File: config.mk
export PLATFORM = sky130hd
export DESIGN_NAME = state_variable_filter_multimode
export DESIGN_NICKNAME = d
export VERILOG_FILES = /design/src/rtl/svf_pkg.sv /design/src/rtl/svf_div.sv /design/src/rtl/state_variable_filter_multimode.sv
export SDC_FILE = /design/constraint.sdc
export NUM_CORES = 2
export LEC_CHECK = 0
export BUFFER_PORTS_ARGS = -buffer_cell sky130_fd_sc_hd__buf_4
export CAP_MARGIN = 10
export CORE_MARGIN = 2
export CORE_UTILIZATION = 60
export DETAILED_ROUTE_END_ITERATION = 16
export HOLD_SLACK_MARGIN = 0.06
export PLACE_DENSITY_LB_ADDON = 0.1
export SLEW_MARGIN = 20
export SYNTH_ARGS = -nofsm -noshare
export SYNTH_HDL_FRONTEND = slang
export SYNTH_SLANG_ARGS = --single-unit
export TNS_END_PERCENT = 10
File: constraint.sdc
create_clock -name clk -period 43.7 [get_ports clk]
set_input_delay 8.74 -clock clk [delete_from_list [all_inputs] [get_ports clk]]
set_output_delay 8.74 -clock clk [all_outputs]
set_load 0.005 [all_outputs]
File: src/rtl/svf_pkg.sv
// ----------------------------------------------------------------------------
// svf_pkg: shared types and constants for the multimode state-variable filter
// Holds the mode codes, register indexes and sequencer states.
// ----------------------------------------------------------------------------
package svf_pkg;

	localparam int GW = 24;          // coefficient width, Q4.20
	localparam int KW = 16;          // damping width, Q2.14
	localparam int GFRAC = 20;
	localparam int KFRAC = 14;
	localparam int DENW = 50;        // 1 + g*(g+k) in Q.20

	localparam logic [0:0] REG_MODE    = 1'b0;
	localparam logic [0:0] REG_DAMPING = 1'b1;

	typedef enum logic [2:0] {
		MODE_LP12    = 3'd0,
		MODE_LP24    = 3'd1,
		MODE_HP12    = 3'd2,
		MODE_HP24    = 3'd3,
		MODE_BP12    = 3'd4,
		MODE_BP24    = 3'd5,
		MODE_NOTCH   = 3'd6,
		MODE_ALLPASS = 3'd7
	} mode_t;

	typedef enum logic [2:0] {
		TAP_LP, TAP_HP, TAP_BP, TAP_NOTCH, TAP_AP
	} tap_t;

	typedef enum logic [3:0] {
		ST_IDLE,
		ST_DEN,      // g*(g+k)
		ST_GX,       // g*(x-s2)
		ST_DIV,      // num / den, one quotient bit a cycle
		ST_GV1,      // g*v1
		ST_KV1,      // k*v1
		ST_UPD,      // integrators and tap
		ST_OUT
	} state_t;

	typedef struct packed {
		logic start;
		logic busy;
		logic done;
	} div_ctl_t;

endpackage

File: src/rtl/svf_div.sv
// ----------------------------------------------------------------------------
// svf_div: restoring divider, trunc(|a| * 2^20 / den), one bit per cycle
// Unsigned magnitude in and out; sign is handled by the caller.
// ----------------------------------------------------------------------------
module svf_div
	import svf_pkg::*;
#(
	parameter int NW = 64,
	parameter int QW = 64
) (
	input  logic            clk,
	input  logic            arst_n,
	input  logic            start,
	input  logic [NW-1:0]   numer,
	input  logic [DENW-1:0] denom,
	output div_ctl_t        ctl,
	output logic [QW-1:0]   quot
);
	localparam int TW = NW + GFRAC;
	localparam int CW = $clog2(TW + 1);
	localparam int RW = DENW + 1;

	logic [TW-1:0]   dvd_q;
	logic [RW-1:0]   rem_q;
	logic [CW-1:0]   cnt_q;
	logic            busy_q;
	logic            done_q;
	logic [RW-1:0]   trial;
	logic [RW:0]     diff;

	assign trial = {rem_q[RW-2:0], dvd_q[TW-1]};
	assign diff  = {1'b0, trial} - {2'b00, denom};

	always_ff @(posedge clk or negedge arst_n) begin
		if (!arst_n) begin
			busy_q <= 1'b0;
			done_q <= 1'b0;
			cnt_q  <= '0;
		end else begin
			done_q <= 1'b0;
			if (start) begin
				busy_q <= 1'b1;
				cnt_q  <= CW'(TW);
			end else if (busy_q) begin
				cnt_q <= cnt_q - 1'b1;
				if (cnt_q == CW'(1)) begin
					busy_q <= 1'b0;
					done_q <= 1'b1;
				end
			end
		end
	end

	// quotient bits shift into the low end of the dividend register
	always_ff @(posedge clk) begin
		if (start) begin
			dvd_q <= {numer, {GFRAC{1'b0}}};
			rem_q <= '0;
		end else if (busy_q) begin
			if (!diff[RW]) begin
				rem_q <= diff[RW-1:0];
				dvd_q <= {dvd_q[TW-2:0], 1'b1};
			end else begin
				rem_q <= trial;
				dvd_q <= {dvd_q[TW-2:0], 1'b0};
			end
		end
	end

	assign ctl.start = start;
	assign ctl.busy  = busy_q;
	assign ctl.done  = done_q;
	// quotient is bounded by numer; any overflow into the upper bits saturates to all ones
	assign quot = (|dvd_q[TW-1:QW]) ? {QW{1'b1}} : dvd_q[QW-1:0];

	a_done_after_busy: assert property (@(posedge clk) disable iff (!arst_n)
		done_q |-> $past(busy_q))
		else $error("divider done without busy");
	a_no_restart: assert property (@(posedge clk) disable iff (!arst_n)
		start |-> !busy_q)
		else $error("divider restarted while busy");
	a_done_ends_busy: assert property (@(posedge clk) disable iff (!arst_n)
		done_q |-> !busy_q)
		else $error("divider busy after done");
endmodule

File: src/rtl/state_variable_filter_multimode.sv
// ----------------------------------------------------------------------------
// state_variable_filter_multimode: trapezoidal SVF, 12/24 dB, five responses
// One shared multiplier and a bit-serial divider under a small sequencer.
// ----------------------------------------------------------------------------
//  channel | signals                               | dir
//  in      | in_valid, in_stall, sample_in,        | in  (in_stall out)
//          | coeff_g, clear_state                  |
//  out     | out_valid, out_stall, sample_out,     | out (out_stall in)
//          | clipped                               |
//  cfg     | cfg_we, cfg_index, cfg_wdata          | in
//
// Each filter stage steps through ST_DEN, ST_GX, ST_DIV, ST_GV1, ST_KV1 and
// ST_UPD; 24 dB modes run the stage again on its own tap, and ST_OUT then
// registers the result beat. The divider takes one quotient bit per cycle over
// STATE_WIDTH+26 bits (58 by default).
// Reset at once clears the integrators and resets the control registers only.
// in_stall is high from acceptance until the result beat leaves; the result
// holds in its output register while out_stall is high.
module state_variable_filter_multimode
	import svf_pkg::*;
#(
	parameter int SAMPLE_WIDTH = 24,
	parameter int STATE_WIDTH  = 32
) (
	input  logic                           clk,
	input  logic                           arst_n,
	input  logic                           in_valid,
	output logic                           in_stall,
	input  logic signed [SAMPLE_WIDTH-1:0] sample_in,
	input  logic        [GW-1:0]           coeff_g,
	input  logic                           clear_state,
	output logic                           out_valid,
	input  logic                           out_stall,
	output logic signed [SAMPLE_WIDTH-1:0] sample_out,
	output logic                           clipped,
	input  logic                           cfg_we,
	input  logic                           cfg_index,
	input  logic        [KW-1:0]           cfg_wdata
);
	localparam int SW = STATE_WIDTH;
	localparam int WW = SW + 6;                // headroom for g*(x-s2), up to 16x
	localparam int PW = WW + GW + 1;           // product width
	localparam logic signed [WW-1:0] SMAX = WW'((64'sd1 <<< (SW - 1)) - 1);
	localparam logic signed [WW-1:0] SMIN = -SMAX - 1;

	function automatic logic signed [WW-1:0] sat_s(input logic signed [WW-1:0] v);
		if (v > SMAX) return SMAX;
		if (v < SMIN) return SMIN;
		return v;
	endfunction

	state_t state_q, state_d;
	mode_t  mode_q;
	logic [KW-1:0] damp_q;

	logic signed [SW-1:0] s1_q [2];
	logic signed [SW-1:0] s2_q [2];

	logic              stage_q;
	logic              cascade_q;
	tap_t              tap_q;
	logic [GW-1:0]     g_q;
	logic signed [WW-1:0] x_q;
	logic [DENW-1:0]   den_q;
	logic signed [WW-1:0] num_q, v1_q, v2_q, kv1_q;
	logic              ovalid_q;
	logic signed [SAMPLE_WIDTH-1:0] oy_q;
	logic              oclip_q;

	// shared multiplier: unsigned coefficient times signed magnitude
	logic [GW:0]       m_c;
	logic signed [WW-1:0] m_a;
	logic [WW-1:0]     m_mag;
	logic [PW-1:0]     m_p;
	logic [4:0]        m_sh;
	logic [PW-1:0]     m_shifted;
	logic signed [WW-1:0] m_res;

	logic              div_start;
	div_ctl_t          div_ctl;
	logic [WW-1:0]     div_q;
	logic [WW-1:0]     num_mag;
	logic              dstarted_q;

	logic              take;
	logic signed [SW-1:0] s1c, s2c;

	assign take     = in_valid && !in_stall;
	assign in_stall = (state_q != ST_IDLE) || ovalid_q;
	assign s1c      = s1_q[stage_q];
	assign s2c      = s2_q[stage_q];

	always_comb begin
		m_c = '0;
		m_a = '0;
		m_sh = 5'(GFRAC);
		unique case (state_q)
			ST_DEN: begin
				m_c = {1'b0, g_q};
				m_a = WW'(g_q) + (WW'(damp_q) << (GFRAC - KFRAC));
			end
			ST_GX:  begin m_c = {1'b0, g_q}; m_a = x_q - WW'(s2c); end
			ST_GV1: begin m_c = {1'b0, g_q}; m_a = v1_q; end
			ST_KV1: begin
				m_c = (GW+1)'(damp_q);
				m_a = v1_q;
				m_sh = (tap_q == TAP_AP) ? 5'(KFRAC - 1) : 5'(KFRAC);
			end
			default: ;
		endcase
		m_mag = m_a[WW-1] ? WW'(-m_a) : WW'(m_a);
		m_p = PW'(m_c) * PW'(m_mag);
		m_shifted = m_p >> m_sh;
		m_res = m_a[WW-1] ? -WW'(m_shifted) : WW'(m_shifted);
	end

	assign num_mag = num_q[WW-1] ? WW'(-num_q) : WW'(num_q);

	svf_div #(.NW(WW), .QW(WW)) u_div (
		.clk   (clk),
		.arst_n(arst_n),
		.start (div_start),
		.numer (num_mag),
		.denom (den_q),
		.ctl   (div_ctl),
		.quot  (div_q)
	);

	always_ff @(posedge clk or negedge arst_n) begin
		if (!arst_n) state_q <= ST_IDLE;
		else         state_q <= state_d;
	end

	always_comb begin
		state_d   = state_q;
		div_start = 1'b0;
		unique case (state_q)
			ST_IDLE: if (take) state_d = ST_DEN;
			ST_DEN:  state_d = ST_GX;
			ST_GX:   begin state_d = ST_DIV; end
			ST_DIV:  begin
				div_start = !div_ctl.busy && !div_ctl.done && !dstarted_q;
				if (div_ctl.done) state_d = ST_GV1;
			end
			ST_GV1:  state_d = ST_KV1;
			ST_KV1:  state_d = ST_UPD;
			ST_UPD:  state_d = (cascade_q && !stage_q) ? ST_DEN : ST_OUT;
			ST_OUT:  state_d = ST_IDLE;
			default: state_d = ST_IDLE;
		endcase
	end

	always_ff @(posedge clk or negedge arst_n) begin
		if (!arst_n) dstarted_q <= 1'b0;
		else if (state_q != ST_DIV) dstarted_q <= 1'b0;
		else if (div_start) dstarted_q <= 1'b1;
	end

	logic signed [WW-1:0] tap_y, v1s, y_sat_st;
	always_comb begin
		unique case (tap_q)
			TAP_LP:  tap_y = v2_q;
			TAP_HP:  tap_y = x_q - kv1_q - v2_q;
			TAP_BP:  tap_y = v1_q;
			default: tap_y = x_q - kv1_q;
		endcase
		y_sat_st = sat_s(tap_y);
		v1s = num_q[WW-1] ? -WW'(div_q) : WW'(div_q);
	end

	localparam logic signed [WW-1:0] OMAX = WW'((64'sd1 <<< (SAMPLE_WIDTH - 1)) - 1);
	localparam logic signed [WW-1:0] OMIN = -OMAX - 1;

	always_ff @(posedge clk or negedge arst_n) begin
		if (!arst_n) begin
			mode_q   <= MODE_LP12;
			damp_q   <= KW'(32768);
			ovalid_q <= 1'b0;
			for (int i = 0; i < 2; i++) begin
				s1_q[i] <= '0;
				s2_q[i] <= '0;
			end
			stage_q   <= 1'b0;
			cascade_q <= 1'b0;
			tap_q     <= TAP_LP;
		end else begin
			if (cfg_we) begin
				if (cfg_index == REG_MODE) mode_q <= mode_t'(cfg_wdata[2:0]);
				else                       damp_q <= cfg_wdata;
			end
			if (ovalid_q && !out_stall) ovalid_q <= 1'b0;
			if (take) begin
				stage_q <= 1'b0;
				if (clear_state) begin
					for (int i = 0; i < 2; i++) begin
						s1_q[i] <= '0;
						s2_q[i] <= '0;
					end
				end
				unique case (mode_q)
					MODE_LP12:  begin tap_q <= TAP_LP; cascade_q <= 1'b0; end
					MODE_LP24:  begin tap_q <= TAP_LP; cascade_q <= 1'b1; end
					MODE_HP12:  begin tap_q <= TAP_HP; cascade_q <= 1'b0; end
					MODE_HP24:  begin tap_q <= TAP_HP; cascade_q <= 1'b1; end
					MODE_BP12:  begin tap_q <= TAP_BP; cascade_q <= 1'b0; end
					MODE_BP24:  begin tap_q <= TAP_BP; cascade_q <= 1'b1; end
					MODE_NOTCH: begin tap_q <= TAP_NOTCH; cascade_q <= 1'b0; end
					default:    begin tap_q <= TAP_AP; cascade_q <= 1'b0; end
				endcase
			end
			if (state_q == ST_UPD) begin
				s1_q[stage_q] <= SW'(sat_s((v1_q <<< 1) - WW'(s1c)));
				s2_q[stage_q] <= SW'(sat_s((v2_q <<< 1) - WW'(s2c)));
				if (cascade_q && !stage_q) stage_q <= 1'b1;
			end
			if (state_q == ST_OUT) ovalid_q <= 1'b1;
		end
	end

	// datapath registers
	always_ff @(posedge clk) begin
		if (take) begin
			g_q <= coeff_g;
			x_q <= WW'(sample_in);
		end
		unique case (state_q)
			ST_DEN: den_q <= DENW'(1 << GFRAC) + DENW'(m_shifted);
			ST_GX:  num_q <= WW'(s1c) + m_res;
			ST_DIV: if (div_ctl.done) v1_q <= sat_s(v1s);
			ST_GV1: v2_q <= sat_s(WW'(s2c) + m_res);
			ST_KV1: kv1_q <= m_res;
			ST_UPD: x_q <= y_sat_st;  // tap feeds the cascade stage or the output
			ST_OUT: begin
				if (x_q > OMAX)      begin oy_q <= SAMPLE_WIDTH'(OMAX); oclip_q <= 1'b1; end
				else if (x_q < OMIN) begin oy_q <= SAMPLE_WIDTH'(OMIN); oclip_q <= 1'b1; end
				else                 begin oy_q <= SAMPLE_WIDTH'(x_q);  oclip_q <= 1'b0; end
			end
			default: ;
		endcase
	end

	assign out_valid  = ovalid_q;
	assign sample_out = oy_q;
	assign clipped    = oclip_q;

	a_busy_blocks_input: assert property (@(posedge clk) disable iff (!arst_n)
		(state_q != ST_IDLE) |-> in_stall)
		else $error("input taken mid-computation");
	a_out_after_out_state: assert property (@(posedge clk) disable iff (!arst_n)
		$rose(ovalid_q) |-> $past(state_q == ST_OUT))
		else $error("result beat without completion");
	a_cascade_stage: assert property (@(posedge clk) disable iff (!arst_n)
		stage_q |-> cascade_q)
		else $error("second stage without cascade mode");
endmodule

==> key figures <==
Cells and area
  – # fillers: 10500
  – Post-layout util: 64.9%
  – Multi-input combinational cell area: 54400 um^2
  – Layout Cells excl Fill: 10300
  – Share of cells above drive strength 1: 7.46%
  – Final Net Count: 9963
  – Synthesis-to-finish area growth: 7.15%
  – Register Area: 15400 um^2

STA
  – Minimum clock period: 20.65 ns
  – Setup total negative slack: 0 ns
  – # setup viols final: 0
  – FMAX: 0.0484 GHz
  – Count of final hold-check violations: 0
  – Worst Max-Slew Pin Slew: 1.25 ns
  – Worst slew margin: 15.7%
  – RSZ-0062 raised after global routing: false
  – Part of the cycle the worst path needs: 47.3%
  – Fin. max-slew vios: 0
  – Clock skew: 0.0835 ns

Setup path
  – Worst Path Arrival: 21.05 ns
  – Worst reg2reg setup slack: 23.05 ns
  – Crit path buffers/inverters: 9
  – Worst Setup Start Kind: register
  – Crit Path Max Fanout: 45
  – Most used cell, CP: fa_1
  – CP Launch Point: stage_q$_DFF_PN0_
  – Delay-heaviest family, CP: compound AO/OA/AOI/OAI gates
  – Critical R2R Capture: v2_q[24]$_SDFFCE_PN1N_
  – Worst r2r src: stage_q$_DFF_PN0_
  – Cell depth of the worst setup path: 58
  – Worst R2R Path Depth: 58
  – CP Capture Point: v2_q[24]$_SDFFCE_PN1N_
  – Crit path largest cell delay: 1.01 ns
  – Crit. End Element: register
  – CP max-delay cell: a221oi_1
  – WS Path Type: reg2reg
  – Worst path required time: 44.10 ns

Clocking
  – Clock Path Buffers: 3
  – Post-CTS Setup Inserts: 0
  – TritonCTS clock tree: built
  – Clk_lat worst skew: 0.70 ns
  – Root buffer cell: clkbuf_16
  – Cts bufs inserted: 60
  – Post-cts resize count: 0
  – Clock Sinks: 562
  – H-tree levels: 2
  – Clock Pin Slew Worst Setup and Hold Paths: 0.07 ns
  – CTS Hold Buffers Added: 0

Detailed routing
  – M1 wire length: 110 mm
  – Initial DRC count: 8834
  – Post-Route WL: 280 mm
  – Vias per cell: 6.61
  – 1st-pass router iterations: 7
  – Wirelength per Cell: 27.2 um
  – Metal3 WL: 39.0 mm
  – DR WL met2: 114 mm
  – Top Metal Used: met5
  – Vias: 67900
  – DRC viols: 0
  – Post-DRT Antenna Nets: 0

Place
  – PortBufs: 97
  – Placed Cells: 10100
  – GPL Wtd Cong: 1.08
  – Post-DP HPWL: 220 mm

Synthesis
  – Sequential fraction of the synthesis area: 20.5%
  – Avg Cell Area, Syn: 8.72 um^2
  – Synthesized cell area: 75000 um^2
  – Post-synth EDFFs: 327
  – Main flop type after synthesis: edfxtp_1
  – Post-synthesis register bit count: 562
  – Yosys warning total: 0
  – Yosys cell types: 118
  – Synthesized instance count: 8601
  – Ys async rst share: 29.4%
  – Post-synthesis net count: 9998

Global route
  – Grt ovf: 0
  – Total Routing Usage GR: 43.2%
  – Number of global-route vias before repair: 65100
  – First-pass GRT wire length: 413 mm
  – Largest net degree at the start of global routing: 97
  – Initial antenna violation count: 26

Pwr
  – Max VDD drop: 0.0000358 V
  – PD cells: 14.2 nW/um^2
  – Leakage: 34.7 nW

Worst hold path
  – WHS Path Cells: 2
  – Hold WC Path Type: reg2reg

Run
  – Max-cap viol count: 0

Die
  – Die H: 358 um
  – Area of the core: 124000 um^2
  – Row count: 129
  – Die ar.: 128000 um^2
  – Initial core utilization: 60.5%
  – # IOs: 98
  – Die width: 358 um

Status
  – Status: complete, no violations
worst min-delay path: stages (launching register included):
cell and delay (ns):
dfxtp_1 0.32, nand2_1 0.05, o21ai_0 0.06
power by group:
group	switching (mW)	leakage (nW)	internal, mW
clock network	0.245	1.04	0.303
logic	0.0185	28.1	0.0147
registers	0.00420	5.57	0.560
total	0.268	34.7	0.877
worst min path at each step:
stage	to	start
after floorplan	cascade_q$_DFFE_PN0P_	cascade_q$_DFFE_PN0P_
after global placement	s1_q[61]$_DFF_PN0_	s1_q[61]$_DFF_PN0_
after detailed placement	u_div.rem_q[1]$_SDFFE_PP0P_	u_div.rem_q[1]$_SDFFE_PP0P_
after CTS	u_div.rem_q[1]$_SDFFE_PP0P_	u_div.rem_q[1]$_SDFFE_PP0P_
after global routing	s1_q[24]$_DFF_PN0_	s1_q[24]$_DFF_PN0_
final	u_div.rem_q[1]$_SDFFE_PP0P_	u_div.rem_q[1]$_SDFFE_PP0P_
synth_stat cells (all sizes together) (53+ instances only):
cell type | number | area (um^2)
and2 | 71 | 447
dfxtp | 70 | 1400
o31ai | 60 | 498
a31oi | 63 | 394
dfrtp | 164 | 4100
fa | 800 | 16000
inv | 1076 | 4040
nand3 | 138 | 691
a221o | 69 | 691
mux2i | 136 | 1360
a21o | 217 | 1630
nor3 | 137 | 696
ha | 526 | 6580
xor2 | 144 | 1270
buf | 76 | 397
or3 | 67 | 424
o21bai | 53 | 398
nand4 | 70 | 457
edfxtp | 327 | 9820
nor2 | 836 | 3140
nor2b | 58 | 363
and3 | 67 | 419
o21ai | 432 | 2170
a211oi | 60 | 475
nand2 | 870 | 3270
xnor2 | 317 | 2780
clkbuf | 337 | 1270
a21oi | 439 | 2220
a22o | 73 | 648
o211ai | 61 | 458
o21a | 73 | 548
nand2b | 96 | 601
through the flow:
stage | power (mW) | hold WS [ns] | setup slack (ns) | cell area, um^2
after detailed placement | 0.607 | 0.469 | 23.62 | 78200
after global placement | 0.607 | 0.460 | 23.70 | 78200
after CTS | 1.15 | 0.477 | 23.56 | 80400
after global routing | 1.17 | 0.510 | 22.42 | 80400
final | 1.15 | 0.474 | 23.05 | 80400
after floorplan | 0.591 | 0.431 | 27.17 | 75000
state kept, by name (all words and copies together), names as in the netlist:
name / flops
u_div.done_q: 1
g_q: 24
v1_q: 38
damp_q: 16
kv1_q: 38
mode_q: 3
cascade_q: 1
sample_out: 24
dstarted_q: 1
state_q: 3
num_q: 38
s1_q: 64
den_q: 50
u_div.busy_q: 1
s2_q: 64
u_div.cnt_q: 6
out_valid: 1
u_div.dvd_q: 58
clipped: 1
stage_q: 1
v2_q: 38
x_q: 38
u_div.rem_q: 50
tap_q: 3
per-layer routing:
metal / GRT usage, % / up-vias
met5: 0 / -
met4: 20.7 / 12
met3: 12.8 / 818
met2: 61.4 / 4374
met1: 60.5 / 33400
li1: - / 29300
kinds of logic (layout without fill, tap and decap cells):
logic type,count (synthesis),count (layout),share of synthesized area [%]
AOI/OAI and AO/OA,2000,2000,18.3
xor gates and xnor gates,461,461,5.39
adders and majority gates,1326,1326,30.1
buffers and inverters,1492,1509,7.61
DFF,562,562,20.5
muxes,162,162,2.20
other,0,11,0
and+or+nand+nor,2598,2598,15.9
cells in the final DEF, fill, tap and decap left out, types with 27 or more instances in the layout:
cell type,synthesis,routed
and2_1,69,67
a221o_1,69,69
and3_1,67,67
edfxtp_1,327,327
nor4_1,42,40
o31ai_1,54,54
ha_1,526,526
a211oi_1,55,55
o211ai_1,61,61
a21oi_1,432,430
nand3_1,138,137
nand4_1,67,67
clkbuf_16,0,66
nor3_1,135,131
a31oi_1,63,61
o21a_1,73,73
o22a_1,27,27
a22oi_1,38,31
nand2b_1,96,96
dfxtp_1,70,70
o21ai_0,413,411
o21bai_1,53,53
buf_4,0,314
nor2b_1,58,57
dfrtp_1,164,161
o22ai_1,33,32
fa_1,800,800
or3_1,66,66
xor2_1,143,134
nand2_1,870,868
a22o_1,72,72
nor2_1,836,833
xnor2_1,317,302
mux2i_1,136,135
a21o_1,217,217
or2_2,42,43
inv_1,1074,1072
layout make-up:
class / count / share of cell area, %
inverters: 1079 / 5.04
clock buffers: 83 / 2.27
flip-flops and latches: 562 / 19.1
diodes: 11 / 0.0342
repair buffers: 316 / 2.97
clock inverters: 31 / 0.381
well taps: 1637 / 2.55
multi-input cells: 6547 / 67.6
Note: power is estimated with default switching activity, not from simulation.
